--- src/hdl/kwm_pkg.sv ---
// kwm_pkg: field widths and input function codes for the k-way merge block.
// No dependencies; used by kwm_min_tree and k_way_merge_unit.
package kwm_pkg;

  localparam int KeyW  = 64;
  localparam int TagW  = 32;
  localparam int LaneW = 3;
  localparam int CfgW  = 4;

  typedef enum logic {
    FUNC_RECORD   = 1'b0,
    FUNC_LANE_END = 1'b1
  } func_e;

endpackage

--- src/hdl/k_way_merge_unit.sv ---
// k_way_merge_unit: k-way merge of key-sorted lanes into one ascending stream.
// Path: input register, then lane update, min tree and result register.
// Throughput: one input transaction per cycle, set by the lane update plus min tree,
// unless a result waits on out_ready_i and the next input would emit another.
// Reset clears input/result valid, head valid and lane done marks, the merge-over
// flag, and sets lanes_in_use to 8. Depends on kwm_pkg and kwm_min_tree.
module k_way_merge_unit #(
  parameter int LANES = 8
) (
  input  logic                       clk_i,
  input  logic                       rst_ni,

  input  logic                       cfg_valid_i,
  output logic                       cfg_ready_o,
  input  logic [kwm_pkg::CfgW-1:0]   cfg_lanes_in_use_i,

  input  logic                       in_valid_i,
  output logic                       in_ready_o,
  input  logic                       func_i,
  input  logic [kwm_pkg::LaneW-1:0]  lane_i,
  input  logic [kwm_pkg::KeyW-1:0]   key_i,
  input  logic [kwm_pkg::TagW-1:0]   tag_i,

  output logic                       out_valid_o,
  input  logic                       out_ready_i,
  output logic [kwm_pkg::KeyW-1:0]   out_key_o,
  output logic [kwm_pkg::LaneW-1:0]  out_lane_o,
  output logic [kwm_pkg::TagW-1:0]   out_tag_o,
  output logic                       finished_o
);

  localparam int IdxW = $clog2(LANES);
  localparam int CntW = $clog2(LANES + 1);
  localparam int CmpW = (CntW > kwm_pkg::CfgW) ? CntW : kwm_pkg::CfgW;
  localparam int LmW  = (CmpW > kwm_pkg::LaneW) ? CmpW : kwm_pkg::LaneW;

  // configuration
  logic [kwm_pkg::CfgW-1:0] lanes_q;

  assign cfg_ready_o = 1'b1;

  always_ff @(posedge clk_i or negedge rst_ni) begin
    if (!rst_ni) begin
      lanes_q <= kwm_pkg::CfgW'(8);
    end else if (cfg_valid_i) begin
      lanes_q <= cfg_lanes_in_use_i;
    end
  end

  // input register
  logic                      s1_valid_q;
  kwm_pkg::func_e            s1_func_q;
  logic [kwm_pkg::LaneW-1:0] s1_lane_q;
  logic [kwm_pkg::KeyW-1:0]  s1_key_q;
  logic [kwm_pkg::TagW-1:0]  s1_tag_q;
  logic                      s1_adv;
  logic                      in_acc;

  assign in_acc = in_valid_i && in_ready_o;

  always_ff @(posedge clk_i or negedge rst_ni) begin
    if (!rst_ni) begin
      s1_valid_q <= 1'b0;
    end else if (in_acc) begin
      s1_valid_q <= 1'b1;
    end else if (s1_adv) begin
      s1_valid_q <= 1'b0;
    end
  end

  always_ff @(posedge clk_i) begin
    if (in_acc) begin
      s1_func_q <= kwm_pkg::func_e'(func_i);
      s1_lane_q <= lane_i;
      s1_key_q  <= key_i;
      s1_tag_q  <= tag_i;
    end
  end

  // lane state
  logic [kwm_pkg::KeyW-1:0] head_key_q [LANES];
  logic [kwm_pkg::TagW-1:0] head_tag_q [LANES];
  logic [LANES-1:0]         head_valid_q, head_valid_d;
  logic [LANES-1:0]         lane_done_q, lane_done_d;
  logic                     merge_over_q, merge_over_d;

  // active count, clamped to 1..LANES
  logic [CmpW-1:0] cfg_ext;
  logic [CmpW-1:0] n_act;

  assign cfg_ext = CmpW'(lanes_q);
  always_comb begin
    if (cfg_ext == '0) begin
      n_act = CmpW'(1);
    end else if (cfg_ext > CmpW'(LANES)) begin
      n_act = CmpW'(LANES);
    end else begin
      n_act = cfg_ext;
    end
  end

  logic                     live;
  logic [LANES-1:0]         act;
  logic [LANES-1:0]         wr_hit;
  logic [LANES-1:0]         eff_valid;
  logic [LANES-1:0]         eff_done;
  logic [kwm_pkg::KeyW-1:0] eff_key [LANES];
  logic [kwm_pkg::TagW-1:0] eff_tag [LANES];

  assign live = s1_valid_q && !merge_over_q;

  for (genvar i = 0; i < LANES; i++) begin : g_lane
    assign act[i]    = CmpW'(i) < n_act;
    assign wr_hit[i] = live && act[i] && (LmW'(s1_lane_q) == LmW'(i))
                       && !head_valid_q[i] && !lane_done_q[i];
    assign eff_valid[i] = head_valid_q[i] | (wr_hit[i] && s1_func_q == kwm_pkg::FUNC_RECORD);
    assign eff_done[i]  = lane_done_q[i] | (wr_hit[i] && s1_func_q == kwm_pkg::FUNC_LANE_END);
    assign eff_key[i]   = wr_hit[i] ? s1_key_q : head_key_q[i];
    assign eff_tag[i]   = wr_hit[i] ? s1_tag_q : head_tag_q[i];
  end

  // minimum over the active heads
  logic                     sel_any;
  logic [IdxW-1:0]          sel_idx;
  logic [kwm_pkg::KeyW-1:0] sel_key;

  kwm_min_tree #(
    .N (LANES)
  ) u_min_tree (
    .valid_i   (eff_valid & act),
    .key_i     (eff_key),
    .any_o     (sel_any),
    .min_idx_o (sel_idx),
    .min_key_o (sel_key)
  );

  logic all_ready;
  logic emit;
  logic [IdxW+kwm_pkg::LaneW-1:0] sel_idx_ext;

  assign all_ready   = &(eff_valid | eff_done | ~act);
  assign emit        = live && all_ready;
  assign sel_idx_ext = {{kwm_pkg::LaneW{1'b0}}, sel_idx};

  // result register
  logic                      out_valid_q;
  logic [kwm_pkg::KeyW-1:0]  out_key_q;
  logic [kwm_pkg::LaneW-1:0] out_lane_q;
  logic [kwm_pkg::TagW-1:0]  out_tag_q;
  logic                      finished_q;

  assign s1_adv     = s1_valid_q && (!emit || !out_valid_q || out_ready_i);
  assign in_ready_o = !s1_valid_q || s1_adv;

  always_comb begin
    head_valid_d = head_valid_q;
    lane_done_d  = lane_done_q;
    merge_over_d = merge_over_q;
    if (s1_adv) begin
      head_valid_d = eff_valid;
      lane_done_d  = eff_done;
      if (emit && sel_any) begin
        head_valid_d[sel_idx] = 1'b0;
      end
      if (emit && !sel_any) begin
        merge_over_d = 1'b1;
      end
    end
  end

  always_ff @(posedge clk_i or negedge rst_ni) begin
    if (!rst_ni) begin
      head_valid_q <= '0;
      lane_done_q  <= '0;
      merge_over_q <= 1'b0;
      out_valid_q  <= 1'b0;
    end else begin
      head_valid_q <= head_valid_d;
      lane_done_q  <= lane_done_d;
      merge_over_q <= merge_over_d;
      out_valid_q  <= (out_valid_q && !out_ready_i) || (s1_adv && emit);
    end
  end

  always_ff @(posedge clk_i) begin
    for (int i = 0; i < LANES; i++) begin
      if (s1_adv && wr_hit[i] && s1_func_q == kwm_pkg::FUNC_RECORD) begin
        head_key_q[i] <= s1_key_q;
        head_tag_q[i] <= s1_tag_q;
      end
    end
    if (s1_adv && emit) begin
      // end-of-merge transaction carries zero payload
      out_key_q  <= sel_any ? sel_key : '0;
      out_lane_q <= sel_any ? sel_idx_ext[kwm_pkg::LaneW-1:0] : '0;
      out_tag_q  <= sel_any ? eff_tag[sel_idx] : '0;
      finished_q <= !sel_any;
    end
  end

  assign out_valid_o = out_valid_q;
  assign out_key_o   = out_key_q;
  assign out_lane_o  = out_lane_q;
  assign out_tag_o   = out_tag_q;
  assign finished_o  = finished_q;

  a_finish_sets_over : assert property (@(posedge clk_i) disable iff (!rst_ni)
    (s1_adv && emit && !sel_any) |=> merge_over_q)
    else $error("merge-over flag not set after finished transaction");

  a_no_emit_after_over : assert property (@(posedge clk_i) disable iff (!rst_ni)
    merge_over_q |-> !emit)
    else $error("result produced after end of merge");

  a_valid_done_exclusive : assert property (@(posedge clk_i) disable iff (!rst_ni)
    (head_valid_q & lane_done_q) == '0)
    else $error("lane holds a head and is marked done");

  a_finished_implies_over : assert property (@(posedge clk_i) disable iff (!rst_ni)
    (out_valid_q && finished_q) |-> merge_over_q)
    else $error("finished transaction pending while merge not over");

endmodule

--- src/hdl/kwm_min_tree.sv ---
// kwm_min_tree: combinational minimum tree over the lane heads, ties to lower lane.
// Depends on kwm_pkg for the key width.
module kwm_min_tree #(
  parameter int N = 8
) (
  input  logic [N-1:0]               valid_i,
  input  logic [kwm_pkg::KeyW-1:0]   key_i [N],
  output logic                       any_o,
  output logic [$clog2(N)-1:0]       min_idx_o,
  output logic [kwm_pkg::KeyW-1:0]   min_key_o
);

  localparam int IdxW   = $clog2(N);
  localparam int Leaves = 1 << IdxW;

  // heap layout: node j combines 2j (lower lanes) and 2j+1
  logic                     node_v [1:2*Leaves-1];
  logic [kwm_pkg::KeyW-1:0] node_k [1:2*Leaves-1];
  logic [IdxW-1:0]          node_i [1:2*Leaves-1];

  for (genvar g = 0; g < Leaves; g++) begin : g_leaf
    if (g < N) begin : g_used
      assign node_v[Leaves+g] = valid_i[g];
      assign node_k[Leaves+g] = key_i[g];
      assign node_i[Leaves+g] = IdxW'(g);
    end else begin : g_pad
      assign node_v[Leaves+g] = 1'b0;
      assign node_k[Leaves+g] = '0;
      assign node_i[Leaves+g] = '0;
    end
  end

  for (genvar j = 1; j < Leaves; j++) begin : g_node
    logic take_r;
    // right side wins only on a strictly smaller key
    assign take_r = node_v[2*j+1] && (!node_v[2*j] || (node_k[2*j+1] < node_k[2*j]));
    assign node_v[j] = node_v[2*j] | node_v[2*j+1];
    assign node_k[j] = take_r ? node_k[2*j+1] : node_k[2*j];
    assign node_i[j] = take_r ? node_i[2*j+1] : node_i[2*j];
  end

  assign any_o     = node_v[1];
  assign min_idx_o = node_i[1];
  assign min_key_o = node_k[1];

endmodule

--- config.mk ---
export PLATFORM = sky130hd
export DESIGN_NAME = k_way_merge_unit
export DESIGN_NICKNAME = d
export VERILOG_FILES = /design/src/hdl/kwm_pkg.sv /design/src/hdl/k_way_merge_unit.sv /design/src/hdl/kwm_min_tree.sv
export SDC_FILE = /design/constraint.sdc
export NUM_CORES = 2
export LEC_CHECK = 0
export BUFFER_PORTS_ARGS = -buffer_cell sky130_fd_sc_hd__buf_4
export CAP_MARGIN = 20
export CELL_PAD_IN_SITES_DETAIL_PLACEMENT = 1
export CELL_PAD_IN_SITES_GLOBAL_PLACEMENT = 1
export CORE_MARGIN = 2
export CORE_UTILIZATION = 46
export DETAILED_ROUTE_END_ITERATION = 7
export GPL_TIMING_DRIVEN = 0
export PLACE_DENSITY = 0.81
export SYNTH_ARGS = -nofsm -noshare
export SYNTH_HDL_FRONTEND = slang
export SYNTH_SLANG_ARGS = --single-unit
--- constraint.sdc ---
create_clock -name clk_i -period 10.15 [get_ports clk_i]
set_input_delay 1.5225 -clock clk_i [delete_from_list [all_inputs] [get_ports clk_i]]
set_output_delay 1.5225 -clock clk_i [all_outputs]
set_load 0.03 [all_outputs]
# --- Word-level counts from Yosys, hierarchy flattened ---
# Memories as Yosys holds them, arrays and structs flattened.
# Cells that the tools add are included.
classes:
  addsub: 0
  mul: 0
  div_mod_pow: 0
  n_lt_le_gt_ge: 19
  eq_ne: 7
  n_shift: 0
  mux: 98
  bitwise_logic: 31
  reduce_logical: 139
op_table:
  columns: ["operator", "count"]
  rows:
  - ["two-way mux 64 bit", 22]
  - ["two-way mux 32 bit", 17]
  - ["less-than comparator 64 bit", 7]
  - ["OR reduction 64 bit", 7]
  - ["OR reduction 32 bit", 7]
  - ["binary-select mux 32 bit (select 3 bit)", 1]
  - ["logical AND 1 bit", 80]
  - ["two-way mux 3 bit", 15]
  - ["two-way mux 1 bit", 37]
  - ["zero test 1 bit", 29]
  - ["OR 1 bit", 23]
  - ["bitwise AND 8 bit", 2]
  - ["less-than comparator 3 x 4 -> 1 bit (first input constant)", 4]
  - ["NOT 8 bit", 2]
  - ["OR 8 bit", 2]
  - ["== test 3 bit (second input constant)", 4]
  - ["logical OR 1 bit", 11]
  - ["less-than comparator 1 x 4 -> 1 bit (first input constant)", 2]
  - ["less-than comparator 2 x 4 -> 1 bit (first input constant)", 2]
  - ["two-way mux 4 bit", 2]
  - ["two-way mux 8 bit", 1]
  - ["AND reduction 8 bit", 1]
  - ["== test 3 x 2 -> 1 bit (second input constant)", 2]
  - ["greater-or-equal comparator 4 bit (second input constant)", 1]
  - ["other kinds (12)", 13]
word_totals:
  register_bits: 223
  latch_bits: 0
  ram_bits: 768
  rom_bits: 0
  out_inout_bits: 103
  wordCells: 310
  mem_count: 2
memory_table:
  columns: ["memory", "depth", "word_bits", "read_ports", "rd_ports_with_merged_regs", "wr", "line_no", "source"]
  rows:
  - ["head_key_q", 8, 64, 8, 0, 1, "k_way_merge_unit.sv:81", "logic [kwm_pkg::KeyW-1:0] head_key_q [LANES];"]
  - ["head_tag_q", 8, 32, 8, 0, 1, "k_way_merge_unit.sv:82", "logic [kwm_pkg::TagW-1:0] head_tag_q [LANES];"]

# --- Depth between registers and ports, before layout ---
logic_depth:
  word_depth: 30
  ltp_mapped: 53
  ltp_nobuf: 42

# --- By module ---
# From an unflattened synthesis, not the netlist that was laid out.
hier_totals:
  hier_cells: 5264
  area_unflattened_um2: 58601.2
modules_own_cells:
  columns: ["module", "n_inst", "cells_per_inst", "area_per_inst_um2", "seq_area_each_um2"]
  rows:
  - ["k_way_merge_unit", 1, 3032, 41745.0, 29644.7]
  - ["kwm_min_tree", 1, 2232, 16856.2, 0.0]

# --- Worst setup path after synthesis ---
# No wires, ideal clock.
synth_path:
  path_type: "flip-flop to flip-flop"
  startpoint: "register s1_lane_q[0] in the netlist's numbering"
  endpoint: "register out_tag_q, in the netlist out_tag_o[26] (data pin)"
  setup_time_ps: 259
  arrival_time_ps: 10806
  t_required_ps: 9891
  path_slack_ps: -915
  stages_incl_launch_ff: 50
  period_less_slack_ps: 11065
  path_cell_list: "edfxtp_1 > or4b_1 > or3_1 > buf_2 > buf_4 > buf_1 > mux2i_1 > ha_1 > nand4_1 > or4_1 > or4_1 > a2111oi_1 > o31ai_1 > a21oi_2 > buf_2 > buf_1 > nor2_1 > a21oi_1 > [14 not listed] > ha_1 > a21o_1 > a21o_1 > a21o_1 > a21o_1 > a21o_1 > a21o_1 > a221oi_1 > o22ai_1 > nor2_1 > and2_2 > mux2i_4 > inv_4 > buf_2 > or3_1 > o311ai_0 > nand4_1 > a211o_1"
synth_via:
  elab_chain_len: 23
  word_cells_on_any_way: 117
  classes_between: "7 x order compare; 7 x eq/ne; 32 x mux; 17 x bitwise; 54 x reduce/logical"
synth_rtl:
  columns: ["element", "line_no", "source"]
  rows:
  - ["start: declaration", "k_way_merge_unit.sv:53", "logic [kwm_pkg::LaneW-1:0] s1_lane_q;"]
  - ["start signal: assignment", "k_way_merge_unit.sv:74", "s1_lane_q <= lane_i;"]
  - ["branches (longest 23 deep; another with less-than comparator 64 bit)", null, null]
  - ["end signal: assignment", "k_way_merge_unit.sv:196", "out_tag_q <= sel_any ? eff_tag[sel_idx] : '0;"]
  - ["end: declaration", "k_way_merge_unit.sv:149", "logic [kwm_pkg::TagW-1:0] out_tag_q;"]
# Parallel ways; which one is timed is not known. The select of a mux whose other input is x is not followed.
# A chain may end at the register's enable or synchronous reset.

# --- Worst setup path after layout ---
layout_path:
  startpoint: "register s1_lane_q[2] in the netlist's numbering"
  endpoint: "register out_tag_q, in the netlist out_tag_o[3] (data pin)"
# Same word-level chain as after synthesis.

==> flow_metrics.py <==
metrics = {
    "status": {
        "outcome": "finished with violations",
        "violations": "negative setup slack",
    },
    "yosys": {
        "yosys.cell_types.count": 91,
        "postSynthCellCount": 5055,
        "synth_largest_area_cell": "edfxtp_1",
        "yosys.area.top_type_share_pct": 52.04,
        "ys_seq_area_share_pct": 53.07,
        "synthesis.area_mm2": 0.05586,
        "post_synth_most_frequent_cells": "edfxtp_1 (968), nand2_1 (945), ha_1 (439), mux2i_1 (351), nor2_1 (292)",
        "ys_warn_count": 0,
        "synth-async-reset-ratio_pct": 2.321,
        "synth-edff-count": 968,
        "avgSynthCellArea_um2": 11.05,
        "synth_seq_cells": 991,
        "ys_top_cells_by_area": "edfxtp_1 (52%), ha_1 (9.8%), nand2_1 (6.3%)",
        "synth_nets": 5603,
        "synthFlopType": "edfxtp_1",
        "synthMostInstantiatedCell": "edfxtp_1",
    },
    "timing": {
        "finalSetupTns_ns": -195.10,
        "fin_crit_sh_pct": 123.9,
        "finalWorstSetupSlack_ns": -2.421,
        "fin_skew_ns": 0.07320,
        "setup_viol_count_final": 107,
        "timing.fmax_ghz": 0.07955,
        "slew_viol_final": 0,
        "finalHoldViolCount": 0,
        "grt_setup_unrepaired": "yes",
        "timing_worst_slew_pin_value_ns": 1.203,
        "final.min_clock_period_ns": 12.57,
        "max_slew_margin_pct": 19.80,
    },
    "flow_run": {
        "cap_violations": 0,
    },
    "critical_path": {
        "crit_fanout": 10,
        "cp_data_required_time_ns": 10.66,
        "crit_type": "reg2reg",
        "cp_slowest_cell": "a221oi_4",
        "crit_arrival_ns": 13.08,
        "timing.critical_path.from_type": "flip-flop",
        "cp_slowest_stage_delay_ns": 0.54,
        "path_delay_family": "compound AO/OA/AOI/OAI gates",
        "setup.worst_path.end_class": "flip-flop",
        "cp_num_buf_inv": 18,
    },
    "routing": {
        "drtAntennaViolNets": 0,
        "post_drt_via_cell_ratio": 6.877,
        "number_of_design_rule_violations_left_by_the_first_detailed_router_iteration": 7484,
        "routed_wirelength_um": 268400,
        "remaining_drc_errors": 0,
        "route.vias.total": 50670,
        "drt_first_pass_iters": 8,
        "wl_per_cell_um": 36.43,
    },
    "clocking": {
        "cts_sinks": 991,
        "tritoncts": "done",
        "cts-root-buf": "clkbuf_16",
        "htree_num_levels": 3,
        "clk_pin_slew_ns": 0.06,
        "worst_skew_pair.late_latency_ns": 0.80,
        "clock_path_buffers": 3,
        "cts_hold_buffers": 0,
        "cts-buffers-inserted": 110,
    },
    "worst_hold_path": {
        "worstHoldPathType": "reg2reg",
    },
    "power_and_ir_drop": {
        "cellPowerDensity_mw_per_mm2": 316.5,
        "cellLeakagePower_nw": 28.88,
        "irDropWorstVdd_mv": 0.2702,
    },
    "placement": {
        "dp_hpwl_um": 181200,
        "finalWeightedCongestion": 0.9966,
        "port-buffer-count": 210,
        "dp_worst_slack_ns": -8.757,
    },
    "floorplan": {
        "floorplan.initialDensity_pct": 46.50,
        "io-pin-count": 212,
        "die_h_um": 352.5,
        "rows": 127,
        "fp.dieW_um": 352.5,
        "design.core.area_mm2": 0.1201,
        "fp.dieArea_mm2": 0.1242,
    },
    "global_routing": {
        "grt_max_degree": 55,
        "antenna_found_initial": 11,
        "grt_pass1_vias": 51300,
        "grt_use_total_pct": 41.20,
        "wire_length_of_the_first_global_routing_pass_um": 369700,
        "grt.overflow.total": 0,
    },
    "cells_and_area": {
        "synthToLayoutAreaGrowth_pct": 26.89,
        "finish.utilization_pct": 59.01,
        "final_layout_size_suffix_gt1_share_pct": 22.92,
        "num-nets-final": 6213,
    },
}
[layout make-up]
cell class | instances | area (um^2)
Clock inverter | 50 | 631.9
Sequential cell | 991 | 29650
Antenna cell | 5 | 12.51
Buffer | 333 | 3461
Tap cell | 1612 | 2017
Inverter | 87 | 329.1
Multi-Input combinational cell | 3637 | 26760
Fill cell | 12240 | 49250
Timing Repair Buffer | 505 | 5064
Clock buffer | 148 | 2958
[state kept, by name, indices dropped and copies added, names as in the netlist]
name	flops
head_key_q	512
head_tag_q	256
out_key_o	64
s1_key_q	64
out_tag_o	32
s1_tag_q	32
head_valid_q	8
lane_done_q	8
cfg_ext	4
out_lane_o	3
s1_lane_q	3
finished_o	1
merge_over_q	1
out_valid_o	1
s1_func_q	1
s1_valid_q	1
[power breakdown]
| group | internal [mW] | switching, mW |
|---|---|---|
| clock network | 2.33 | 1.82 |
| registers | 4.87 | 0.171 |
| logic | 4.78 | 8.46 |
[metal layers]
| layer | track usage [%] | vias up | part of all wire, % |
|---|---|---|---|
| met5 | 0 | - | 0.035 |
| met3 | 10.26 | 1256 | 12 |
| met1 | 50.87 | 25120 | 36 |
| met2 | 63.55 | 3915 | 44 |
| li1 | - | 20370 | - |
| met4 | 28.57 | 14 | 8.7 |
[timing repair]
action,CTS,global route
pin swaps,88,76
resized for setup,823,166
setup endpoints to repair,107,107
gates cloned,13,6
setup buffers,169,40
[logic make-up (layout without fill, tap and decap cells)]
| kind of cell | after synthesis | in the layout | synth area share [%] |
|---|---|---|---|
| adders and majority gates | 439 | 439 | 9.833 |
| muxes | 427 | 427 | 7.853 |
| AOI/OAI and AO/OA | 1108 | 1108 | 13.33 |
| other | 1 | 6 | 0.006713 |
| DFF | 991 | 991 | 53.07 |
| and+or+nand+nor | 1661 | 1662 | 12.86 |
| buffers and inverters | 428 | 1123 | 3.053 |
[path summary, 6_finish.rpt]
path                                            start                         end  slack [ns]  cells after the start
setup / recovery               s1_lane_q[2]$_DFFE_PP_  out_tag_o[3]$_SDFFCE_PP0P_       -2.42                     52
min in group asynchronous                      rst_ni  lane_done_q[4]$_DFFE_PN0P_        0.63                      1
hold / removal             lane_done_q[7]$_DFFE_PN0P_  lane_done_q[7]$_DFFE_PN0P_        0.57                      1
setup reg to reg               s1_lane_q[2]$_DFFE_PP_  out_tag_o[3]$_SDFFCE_PP0P_       -2.42                     52
hold reg to reg            lane_done_q[7]$_DFFE_PN0P_  lane_done_q[7]$_DFFE_PN0P_        0.57                      1
max in group asynchronous                      rst_ni      cfg_ext[3]$_DFFE_PN1P_        9.18                      1
[cell usage in the layout, fill, tap and decap left out, types with 29 or more instances in the layout]
master and instances:
nand2_1 931, or3_1 31, mux2_2 71, o21ai_0 176
clkbuf_4 39, buf_6 43, o221ai_1 50, mux2i_1 319
clkbuf_16 159, nand4_1 79, inv_1 83, clkbuf_1 132
a21oi_1 239, edfxtp_1 968, clkbuf_8 41, buf_12 63
buf_4 409, buf_8 33, and3_1 29, nor2_1 273
ha_1 422, o21a_1 75, a21o_1 50, nand3_1 76
a21oi_2 47, nor3_1 55, o31ai_1 64
[through the flow]
stage / power [mW] / cells / cell area (um^2) / hold WS (ns)
final: 22.44 / 7368 / 70880 / 0.5685
after global routing: 22.76 / 7366 / 70880 / 0.5662
after CTS: 21.03 / 7317 / 69670 / 0.4823
after detailed placement: 14.94 / 6944 / 61100 / 0.4652
after global placement: 14.51 / 6877 / 59700 / 0.4590
after floorplan: 10.60 / 5055 / 56110 / 0.4442
Note: power is estimated with default switching activity, not from simulation.
